==> config.mk <==
export PLATFORM = sky130hd
export DESIGN_NAME = string_key_bucket_hash
export DESIGN_NICKNAME = d
export VERILOG_FILES = /design/src/hdl/sbh_pkg.sv /design/src/hdl/sbh_front.sv /design/src/hdl/sbh_queue.sv /design/src/hdl/sbh_divider.sv /design/src/hdl/string_key_bucket_hash.sv
export SDC_FILE = /design/constraint.sdc
export NUM_CORES = 1
export LEC_CHECK = 0
export ABC_CLOCK_PERIOD_IN_PS = 9400
export BUFFER_PORTS_ARGS = -buffer_cell sky130_fd_sc_hd__buf_2
export CAP_MARGIN = 40
export CORE_ASPECT_RATIO = 1.75
export CORE_UTILIZATION = 32
export DETAILED_ROUTE_END_ITERATION = 6
export PLACE_DENSITY = 0.55
export SYNTH_ARGS = -nofsm -noshare
export SYNTH_HDL_FRONTEND = slang
export SYNTH_SLANG_ARGS = --single-unit
==> constraint.sdc <==
create_clock -name clk -period 9.4 [get_ports clk]
set_input_delay 1.88 -clock clk [delete_from_list [all_inputs] [get_ports clk]]
set_output_delay 1.88 -clock clk [all_outputs]
set_load 0.1 [all_outputs]
==> src/hdl/sbh_pkg.sv <==
`default_nettype none
package sbh_pkg;

	localparam int unsigned HashW   = 32;
	localparam int unsigned ShiftW  = 5;
	localparam int unsigned BucketW = 20;
	localparam int unsigned QDepth  = 2;
	localparam int unsigned QPtrW   = 1;
	localparam int unsigned QCntW   = 2;
	localparam int unsigned StepCntW = 5;

	localparam logic [ShiftW-1:0] ShiftStep  = 5'd5;
	localparam logic [ShiftW-1:0] ShiftLimit = 5'd25;
	localparam logic [ShiftW-1:0] ShiftWrap  = 5'd24;
	localparam logic [7:0] LowBase   = 8'h41;
	localparam logic [7:0] HighBase  = 8'h4A;
	localparam logic [7:0] LowerA    = 8'h61;
	localparam logic [7:0] LowerZ    = 8'h7A;
	localparam logic [7:0] CaseDelta = 8'h20;
	localparam logic [StepCntW-1:0] LastStep = 5'd31;

	localparam logic CfgFoldCase    = 1'b0;
	localparam logic CfgBucketCount = 1'b1;

	typedef struct packed {
		logic             push;
		logic [HashW-1:0] hash;
	} sbh_push_t;

	typedef struct packed {
		logic             avail;
		logic [HashW-1:0] hash;
	} sbh_head_t;

	typedef enum logic [1:0] {
		DIV_IDLE = 2'b01,
		DIV_RUN  = 2'b10
	} sbh_div_state_t;

	function automatic logic [ShiftW-1:0] next_shift(input logic [ShiftW-1:0] s);
		logic [ShiftW-1:0] t;
		t = s + ShiftStep;
		if (t >= ShiftLimit)
			t = t - ShiftWrap;
		return t;
	endfunction

	function automatic logic [7:0] fold_char(input logic [7:0] c, input logic fold);
		if (fold && c >= LowerA && c <= LowerZ)
			return c - CaseDelta;
		return c;
	endfunction

	function automatic logic [HashW-1:0] weigh(input logic [7:0] c,
			input logic [ShiftW-1:0] s);
		return {{(HashW-8){1'b0}}, c} << s;
	endfunction

endpackage
`default_nettype wire

==> src/hdl/sbh_front.sv <==
`default_nettype none
module sbh_front (
	input  wire logic                       clk,
	input  wire logic                       arst_n,
	input  wire logic                       fold_case,
	input  wire logic                       in_valid,
	output logic                            in_stall,
	input  wire logic [7:0]                 key_byte,
	input  wire logic                       carries_byte,
	input  wire logic                       binary_key,
	input  wire logic                       last_byte,
	input  wire logic                       q_full,
	output sbh_pkg::sbh_push_t              push
);
	import sbh_pkg::*;

	logic [HashW-1:0]  sum_q;
	logic [ShiftW-1:0] shift_q;
	logic [7:0]        c0, c1;
	logic [ShiftW-1:0] sh1, sh2;
	logic [HashW-1:0]  add0, add1;
	logic [HashW-1:0]  sum_new;
	logic [ShiftW-1:0] shift_new;
	logic              accept;

	assign in_stall = q_full;
	assign accept   = in_valid && !q_full;

	always_comb begin
		c0 = fold_char(binary_key ? (LowBase + {4'b0, key_byte[3:0]}) : key_byte, fold_case);
		c1 = fold_char(HighBase + {4'b0, key_byte[7:4]}, fold_case);
		sh1 = next_shift(shift_q);
		sh2 = next_shift(sh1);
		add0 = sum_q + weigh(c0, shift_q);
		add1 = add0 + weigh(c1, sh1);
		if (!carries_byte) begin
			sum_new   = sum_q;
			shift_new = shift_q;
		end else if (binary_key) begin
			sum_new   = add1;
			shift_new = sh2;
		end else begin
			sum_new   = add0;
			shift_new = sh1;
		end
	end

	assign push.push = accept && last_byte;
	assign push.hash = sum_new;

	always_ff @(posedge clk or negedge arst_n) begin
		if (!arst_n) begin
			sum_q   <= '0;
			shift_q <= '0;
		end else if (accept) begin
			// clear at end of key
			if (last_byte) begin
				sum_q   <= '0;
				shift_q <= '0;
			end else begin
				sum_q   <= sum_new;
				shift_q <= shift_new;
			end
		end
	end

endmodule
`default_nettype wire

==> src/hdl/sbh_queue.sv <==
`default_nettype none
module sbh_queue (
	input  wire logic          clk,
	input  wire logic          arst_n,
	input  wire sbh_pkg::sbh_push_t push,
	input  wire logic          pop,
	output logic               full,
	output sbh_pkg::sbh_head_t head
);
	import sbh_pkg::*;

	logic [HashW-1:0] mem_q [QDepth];
	logic [QPtrW-1:0] wr_ptr_q, rd_ptr_q;
	logic [QCntW-1:0] cnt_q;
	logic             do_push, do_pop;

	assign full       = (cnt_q == QCntW'(QDepth));
	assign head.avail = (cnt_q != '0);
	assign head.hash  = mem_q[rd_ptr_q];
	assign do_push    = push.push && !full;
	assign do_pop     = pop && head.avail;

	always_ff @(posedge clk) begin
		if (do_push)
			mem_q[wr_ptr_q] <= push.hash;
	end

	always_ff @(posedge clk or negedge arst_n) begin
		if (!arst_n) begin
			wr_ptr_q <= '0;
			rd_ptr_q <= '0;
			cnt_q    <= '0;
		end else begin
			if (do_push)
				wr_ptr_q <= wr_ptr_q + 1'b1;
			if (do_pop)
				rd_ptr_q <= rd_ptr_q + 1'b1;
			case ({do_push, do_pop})
				2'b10:   cnt_q <= cnt_q + 1'b1;
				2'b01:   cnt_q <= cnt_q - 1'b1;
				default: cnt_q <= cnt_q;
			endcase
		end
	end

endmodule
`default_nettype wire

==> src/hdl/sbh_divider.sv <==
`default_nettype none
module sbh_divider (
	input  wire logic                        clk,
	input  wire logic                        arst_n,
	input  wire logic [sbh_pkg::BucketW-1:0] bucket_count,
	input  wire sbh_pkg::sbh_head_t          head,
	output logic                             pop,
	output logic                             out_valid,
	input  wire logic                        out_stall,
	output logic [sbh_pkg::BucketW-1:0]      bucket_index,
	output logic [sbh_pkg::HashW-1:0]        full_hash
);
	import sbh_pkg::*;

	sbh_div_state_t      state_q;
	logic [StepCntW-1:0] cnt_q;
	logic [BucketW-1:0]  rem_q, d_q;
	logic [HashW-1:0]    dvd_q, hash_q;
	logic [BucketW:0]    trial;
	logic                ge;
	logic [BucketW-1:0]  rem_next;
	logic                out_free, step;

	assign out_free = !out_valid || !out_stall;
	assign pop      = (state_q == DIV_IDLE) && head.avail;
	// hold the final step until the output register frees up
	assign step     = (state_q == DIV_RUN) && ((cnt_q != LastStep) || out_free);

	always_comb begin
		trial    = {rem_q, dvd_q[HashW-1]};
		ge       = trial >= {1'b0, d_q};
		rem_next = ge ? BucketW'(trial - {1'b0, d_q}) : trial[BucketW-1:0];
	end

	always_ff @(posedge clk) begin
		if (pop) begin
			dvd_q  <= head.hash;
			hash_q <= head.hash;
			d_q    <= bucket_count;
			rem_q  <= '0;
		end else if (step) begin
			dvd_q <= dvd_q << 1;
			rem_q <= rem_next;
		end
		if (step && cnt_q == LastStep) begin
			bucket_index <= (d_q == '0) ? '0 : rem_next;
			full_hash    <= hash_q;
		end
	end

	always_ff @(posedge clk or negedge arst_n) begin
		if (!arst_n) begin
			state_q   <= DIV_IDLE;
			cnt_q     <= '0;
			out_valid <= 1'b0;
		end else begin
			if (step && cnt_q == LastStep)
				out_valid <= 1'b1;
			else if (out_valid && !out_stall)
				out_valid <= 1'b0;
			case (state_q)
				DIV_IDLE: begin
					if (pop) begin
						cnt_q   <= '0;
						state_q <= DIV_RUN;
					end
				end
				DIV_RUN: begin
					if (step) begin
						cnt_q <= cnt_q + 1'b1;
						if (cnt_q == LastStep)
							state_q <= DIV_IDLE;
					end
				end
				default: state_q <= DIV_IDLE;
			endcase
		end
	end

endmodule
`default_nettype wire

==> src/hdl/string_key_bucket_hash.sv <==
`default_nettype none
// channel  | handshake            | payload
// in       | in_valid / in_stall  | key_byte, carries_byte, binary_key, last_byte
// out      | out_valid / out_stall| bucket_index, full_hash
// cfg      | cfg_we               | cfg_index, cfg_data
//
// Key bytes are taken one request per cycle while in_stall is low; the running sum
// is updated in the cycle a byte is accepted. A last byte pushes the sum into a
// two-entry queue. The modulo is a restoring divider, one quotient bit per cycle
// while out_stall does not hold its final step; a queued hash is loaded first.
// in_stall rises only while the queue is full; out_stall holds the output register
// and, on the final divider step, the divider. Reset clears sum, queue and divider.
module string_key_bucket_hash (
	input  wire logic                        clk,
	input  wire logic                        arst_n,
	input  wire logic                        cfg_we,
	input  wire logic                        cfg_index,
	input  wire logic [sbh_pkg::BucketW-1:0] cfg_data,
	input  wire logic                        in_valid,
	output logic                             in_stall,
	input  wire logic [7:0]                  key_byte,
	input  wire logic                        carries_byte,
	input  wire logic                        binary_key,
	input  wire logic                        last_byte,
	output logic                             out_valid,
	input  wire logic                        out_stall,
	output logic [sbh_pkg::BucketW-1:0]      bucket_index,
	output logic [sbh_pkg::HashW-1:0]        full_hash
);
	import sbh_pkg::*;

	logic               fold_case_q;
	logic [BucketW-1:0] bucket_count_q;
	sbh_push_t          push;
	sbh_head_t          head;
	logic               q_full, pop;

	always_ff @(posedge clk or negedge arst_n) begin
		if (!arst_n) begin
			fold_case_q    <= 1'b0;
			bucket_count_q <= 20'd101;
		end else if (cfg_we) begin
			case (cfg_index)
				CfgFoldCase:    fold_case_q    <= cfg_data[0];
				CfgBucketCount: bucket_count_q <= cfg_data;
				default:        fold_case_q    <= fold_case_q;
			endcase
		end
	end

	sbh_front u_front (
		.clk          (clk),
		.arst_n       (arst_n),
		.fold_case    (fold_case_q),
		.in_valid     (in_valid),
		.in_stall     (in_stall),
		.key_byte     (key_byte),
		.carries_byte (carries_byte),
		.binary_key   (binary_key),
		.last_byte    (last_byte),
		.q_full       (q_full),
		.push         (push)
	);

	sbh_queue u_queue (
		.clk    (clk),
		.arst_n (arst_n),
		.push   (push),
		.pop    (pop),
		.full   (q_full),
		.head   (head)
	);

	sbh_divider u_div (
		.clk          (clk),
		.arst_n       (arst_n),
		.bucket_count (bucket_count_q),
		.head         (head),
		.pop          (pop),
		.out_valid    (out_valid),
		.out_stall    (out_stall),
		.bucket_index (bucket_index),
		.full_hash    (full_hash)
	);

endmodule
`default_nettype wire

==> run metrics, run 1 <==
DRT Pass-1 Iters=5; WP data arrival=a little under 9000 ps; global-route wire length before repair=74400 um; cell mode on critical path=xnor2_1; worst hold slack=414 ps; Synth Flop Type=edfxtp_1; Initial Utilization=32.5%; CTS buffer count=26; die height=308 um; Final Critical Period=8400 ps; final wirelength=about 49000 um; Peak Freq=between 100 and 150 MHz; hold buffer count at CTS=0; initial antenna violation count=0; GR Overflow Total=0; wire per inst=19.7 um; Max Root-Sink Buffers=3; CP endpoint kind=register; CP required=9680 ps; Crit. Startpoint=binary_key; Yosys cell types=slightly below 80; PwrDens=just under 400 nW/um2; R2R setup slack=around 2300 ps; Die X=roughly 180 um; Final setup viols=0; Fin Clk Skew=between 10 and 15 ps; Root Driver=clkbuf_16; vias in the first global route=13.3k; period utilisation layout=roughly nine tenths; CTS tree=built; global-route usage over all layers=17.9%; Worst path top cell family by delay=compound AO/OA/AOI/OAI gates; syn_nets=1837; busiest layer in global routing=met2; Final #Nets=between 1.5k and 2k; # IOs=91; Hold Crit Class=register to register; fraction of layout cells with a size suffix above 1=13.9%; Port-buffer cells=90; CP max stage cell=a2111oi_0; commonest non-fill, non-tap cell in the layout=nand2_1; setup total negative slack=0 ps; post-route cell area=19200 um2; sequential cell area=8160 um2; status=finished clean; Final Hold Vio Count=0; CP Buf/Inv Count=2; Hold Crit Start=u_div.hash_q[4]; WHS Endpoint=u_div.full_hash[4]; RR Startpoint=u_front.shift_q[1]; hold path depth=0; # rows=111; met1 Resource Use GR=17.8%; actual slew at the worst max-slew pin=835 ps; dpl cell area=18300 um2; met2 Use GR=approximately a third; Post-synth EDFFs=200; Pleak=8.10 nW; Via Count=between 10k and 15k; worst skew pair latency=550 ps; clock sinks=290; multi-input logic area=roughly 8300 um2; clock transition at the registers of the reported paths=70 ps; H-tree levels=1; number of max-cap violations=0; Remaining DRCs=0; Filler cells=5245; Mapped Area=17100 um2; Worst Reg2Reg Path Length in Cells=23; Post-Synthesis Cells=1698; Setup CP Type=input pin to register; CTS resizes=0; most frequent cells in the layout=204 x nand2_1, 200 x edfxtp_1, 158 x nor2_1; ANT nets after route=0; initial drt markers=roughly 670; Vias/cell=5.19; largest net degree at the start of global routing=61; ys async rst share=24.1%; met3 GRT Util=1.16%; Syn-to-layout area delta=12.5%; Core Area=around 52000 um2; YS warnings=0; Worst IR Drop VDD=about 0.17 mV; Max FO, Critical Path=23; final design utilization=between 30% and 40%; synthesized area per cell=around 10 um2; Worst setup SP type=input pin; Die ar.=54300 um2; Post-CTS Setup Inserts=0; RSZ-0062 raised after global routing=false; Worst slew margin=a little over two fifths; sequential share of the synthesized area=between 40% and 50%; max-slew violation count=0; Detailed Place HPWL=38100 um; crit-path max cell delay=~450 ps; RD Place Congestion=0.975; reg2reg end=u_queue.mem_q[1][26]; count of state elements after synthesis=290
cells by family after synthesis:
logic type,after synthesis,share of synthesized area [%]
simple gates,504,13.0
compound gates,464,17.1
flops,290,47.8
buf+inv,147,3.44
mux,106,6.64
fa+ha+maj,102,7.61
xor+xnor,85,4.45
state kept, by name (all words and copies together) (netlist names), 2 cells and up:
name / flops
u_front.shift_q: 5
u_div.cnt_q: 5
bucket_count_q: 20
u_div.full_hash: 32
u_div.d_q: 20
u_queue.mem_q: 64
u_queue.cnt_q: 2
u_div.hash_q: 32
u_div.dvd_q: 32
u_div.rem_q: 20
u_div.state_q: 2
u_div.bucket_index: 20
u_front.sum_q: 32
synthesized netlist by cell type, types with 46 or more instances:
| cell | number | area (um2) |
|---|---|---|
| a21oi_1 | 146 | 731 |
| nand2_1 | 204 | 766 |
| inv_1 | 68 | 255 |
| nor2_1 | 161 | 604 |
| xnor2_1 | 64 | 561 |
| a21o_1 | 46 | 345 |
| mux2i_1 | 48 | 480 |
| clkbuf_1 | 64 | 240 |
| dfrtp_1 | 65 | 1630 |
| mux2_2 | 58 | 653 |
| ha_1 | 99 | 1240 |
| edfxtp_1 | 200 | 6010 |
| o21ai_0 | 126 | 631 |
power breakdown:
group          switching, mW  internal (mW)  total, mW
clock                  0.490          0.614       1.10
sequential             0.220           1.95       2.17
combinational           2.75           1.62       4.37
per-layer routing:
metal	wire [um]	part of all wire, %	vias to the layer above
li1	-	-	6289
met1	17400	36	6144
met2	26400	54	274
met3	1300	2.7	113
met4	3420	7.1	0
met5	0	0	-
worst max-delay path by stage:
stage | endpoint | cells after the start
floorplan | u_queue.mem_q[0][31] | 33
global route | u_queue.mem_q[1][29] | 28
finish | u_queue.mem_q[0][31] | 29
detailed placement | u_queue.mem_q[0][29] | 28
global placement | u_queue.mem_q[0][31] | 30
CTS | u_queue.mem_q[0][29] | 28
stage by stage:
stage	cells	power (mW)	worst slack (ps)
2_1_floorplan	1698	5.34	1700
3_5_place_dp	2419	6.53	467
6_report	2468	7.64	998
4_1_cts	2467	7.67	1040
5_1_grt	2467	8.24	354
3_3_place_gp	2412	6.47	567
final cells by class:
cell class	count	share of cell area, %
antenna	1	0.0130
clock buffer	31	3.59
clock inverter	17	0.944
inverter	73	1.43
multi-input combinational	1261	43.4
sequential	290	42.5
tap	678	4.42
timing repair buffer	117	3.69
worst register-to-register path, stage by stage (launching register included):
cell and delay (ps):
dfrtp_1 860, ha_1 340, o21ai_0 110, xnor2_1 310, inv_1 100, ha_1 210
a21boi_0 160, nand2b_1 190, and2_1 430, nand2_1 240, nor3_1 500, ha_1 290
inv_1 60, fa_1 400, nor2b_1 110, o21ai_0 110, a21boi_0 360, o22ai_1 260
o31a_1 450, o21ai_0 550, a21boi_0 220, xnor2_1 180, mux2i_1 220, a21oi_1 120
Note: power is estimated with default switching activity, not from simulation.
==> inputs of run 2 (changes only) <==
--- a/config.mk
+++ b/config.mk
@@ -11,7 +11,7 @@
 export CORE_ASPECT_RATIO = 1.75
 export CORE_UTILIZATION = 32
 export DETAILED_ROUTE_END_ITERATION = 6
-export PLACE_DENSITY = 0.55
+export PLACE_DENSITY = 0.5
 export SYNTH_ARGS = -nofsm -noshare
 export SYNTH_HDL_FRONTEND = slang
 export SYNTH_SLANG_ARGS = --single-unit
==> run metrics, run 2 (synthesis results as in run 1) <==
clock sinks=290 (unchanged); P_int=4.20 mW (+0.33%); status=finished clean; Die ar.=54300 um2 (unchanged); DRT Pass-1 Iters=7 (+2); die height=308 um (unchanged); worst skew pair latency=550 ps (about the same); Combinational Power Share=57.5% (+0.4 points); Via Count=12.9k (+0.80%); sw frac=45.9% (+0.66 points); CP required=9690 ps (about the same); Vias/cell=5.23 (+0.67%); CTS tree=built; Worst Reg2Reg Path Length in Cells=23 (unchanged); initial drt markers=661 (-1.5%); Reg power frac=27.9% (-0.5 points); Worst slew margin=41.7% (-2.1 points); dpl cells=2421 (+0.083%); Initial Utilization=32.5% (unchanged); global-route usage over all layers=18.4% (+0.43 points); Setup CP Type=input pin to register; Final Hold Vio Count=0 (unchanged); met1 Resource Use GR=18.3% (+0.55 points); RSZ-0062 raised after global routing=false; hold path depth=0 (unchanged); Core Area=52500 um2 (unchanged); period utilisation layout=89.1% (-0.29 points); cell mode on critical path=a21oi_1; RR Startpoint=u_front.shift_q[1]; met3 GRT Util=1.35% (+0.19 points); hold buffer count at CTS=0 (unchanged); Final setup viols=0 (unchanged); # IOs=91 (unchanged); crit-path max cell delay=690 ps (+240 ps); final wirelength=49900 um (+2.8%); Root Driver=clkbuf_16; final non-filler cell total=2471 (+0.12%); Syn-to-layout area delta=12.7%; CTS buffer count=27 (+3.8%); busiest layer in global routing=met2; Peak Freq=119 MHz (+0.33%); Hold Crit Class=register to register; Fin Clk Skew=15.1 ps (+2.97 ps); Pleak=8.12 nW (+0.24%); GR Overflow Total=0 (unchanged); fraction of layout cells with a size suffix above 1=14.2% (+0.30 points); clock transition at the registers of the reported paths=70 ps (about the same); Crit. Startpoint=key_byte[0]; Ant. Diodes=0 (-1); clock share of power=14.6% (+0.2 points); Final Critical Period=8370 ps (-27.5 ps); Remaining DRCs=0 (unchanged); Worst setup endpoint=u_queue.mem_q[0][31]; Psw=3.56 mW (+3.0%); Die X=177 um (unchanged); most frequent cells in the layout=204 x nand2_1, 200 x edfxtp_1, 158 x nor2_1; ANT nets after route=0 (unchanged); # rows=111 (unchanged); CP endpoint kind=register; CP max stage cell=o31ai_1; final worst slack=1030 ps (+27.5 ps); Biggest register=u_queue.mem_q; number of max-cap violations=0 (unchanged); Detailed Place HPWL=38900 um (+2.2%); max-slew violation count=0 (unchanged); vias in the first global route=13.1k (-1.3%); wire per inst=20.2 um (+2.7%); Worst IR Drop VDD=0.171 mV (+3.0%); Max FO, Critical Path=7 (-70%); Max Root-Sink Buffers=3 (unchanged); initial antenna violation count=0 (unchanged); actual slew at the worst max-slew pin=875 ps (+39.4 ps); Post-CTS Setup Inserts=0 (unchanged); RD Place Congestion=0.941 (-3.5%); Worst setup SP type=input pin; Post-Place Worst Slack=495 ps (+28.2 ps); Port-buffer cells=90 (unchanged); H-tree levels=1 (unchanged); global-route wire length before repair=75800 um (+1.9%); reg2reg end=u_queue.mem_q[0][20]; R2R setup slack=2140 ps (-160 ps); met2 Use GR=36.1% (+1.2 points); max reg flops=64 (unchanged); setup total negative slack=0 ps (unchanged); largest net degree at the start of global routing=64 (+4.9%); CTS resizes=0 (unchanged); WP data arrival=8660 ps (-20 ps); overall power=7.76 mW (+1.5%); PwrDens=403 nW/um2 (+1.4%); commonest non-fill, non-tap cell in the layout=nand2_1; Final #Nets=1911 (+0.16%)
## run 2: cell count changes in the layout (fill, tap and decap cells not counted)
cell      change
buf_4         +4
inv_6         +3
buf_16        -2
clkbuf_1      -2
clkbuf_8      +2
buf_2         -1
buf_6         +1
clkinv_2      -1
diode_2       -1
## run 2: worst min-delay path by stage
stage	slack, ps	end	start
floorplan	400	u_div.full_hash[0]	u_div.hash_q[0]
global placement	400	u_div.full_hash[9]	u_div.hash_q[9]
detailed placement	410	u_div.full_hash[16]	u_div.hash_q[16]
CTS	420	u_div.full_hash[14]	u_div.hash_q[14]
global route	430	u_div.full_hash[31]	u_div.hash_q[31]
finish	420	u_div.full_hash[0]	u_div.hash_q[0]
## run 2: worst max-delay path: cells and delay by family
| kind | cells | cell delay, ps |
|---|---|---|
| AO/OA/AOI/OAI | 16 | 3640 |
| adder cells (fa/ha/maj) | 3 | 880 |
| multiplexers | 3 | 720 |
| XOR/XNOR | 3 | 560 |
| AND/OR/NAND/NOR | 4 | 520 |
| buffers and inverters | 3 | 440 |
## run 2: metal layers
layer  wire length, um  up-vias
li1                  -     6302
met1             18000     6261
met2             27300      271
met3              1410       88
met4              3110        0
met5                 0        -
## run 2: cell type report
| class | count | area [um2] |
|---|---|---|
| Multi-Input combinational cell | 1261 | 8340 |
| Clock inverter | 19 | 203 |
| Inverter | 73 | 275 |
| Tap cell | 678 | 848 |
| Sequential cell | 290 | 8160 |
| Clock buffer | 31 | 711 |
| Fill cell | 5286 | 33300 |
| Timing Repair Buffer | 119 | 689 |
## run 2: power groups by stage
stage | Combinational (mW) | Clock (mW) | Sequential (mW)
after CTS | 4.46 | 1.17 | 2.17
final | 4.46 | 1.13 | 2.17
after detailed placement | 4.43 | 0 | 2.19
after floorplan | 3.24 | 0 | 2.09
after global placement | 4.40 | 0 | 2.19
after global routing | 4.90 | 1.21 | 2.21
## run 2: metrics by stage
| stage | cell area, um2 | hold slack (ps) | util, % |
|---|---|---|---|
| floorplan | 17100 | 400 | - |
| global placement | 18300 | 402 | 34.8 |
| detailed placement | 18300 | 405 | 34.9 |
| CTS | 19200 | 422 | 36.6 |
| global route | 19200 | 426 | 36.6 |
| finish | 19200 | 420 | 36.6 |
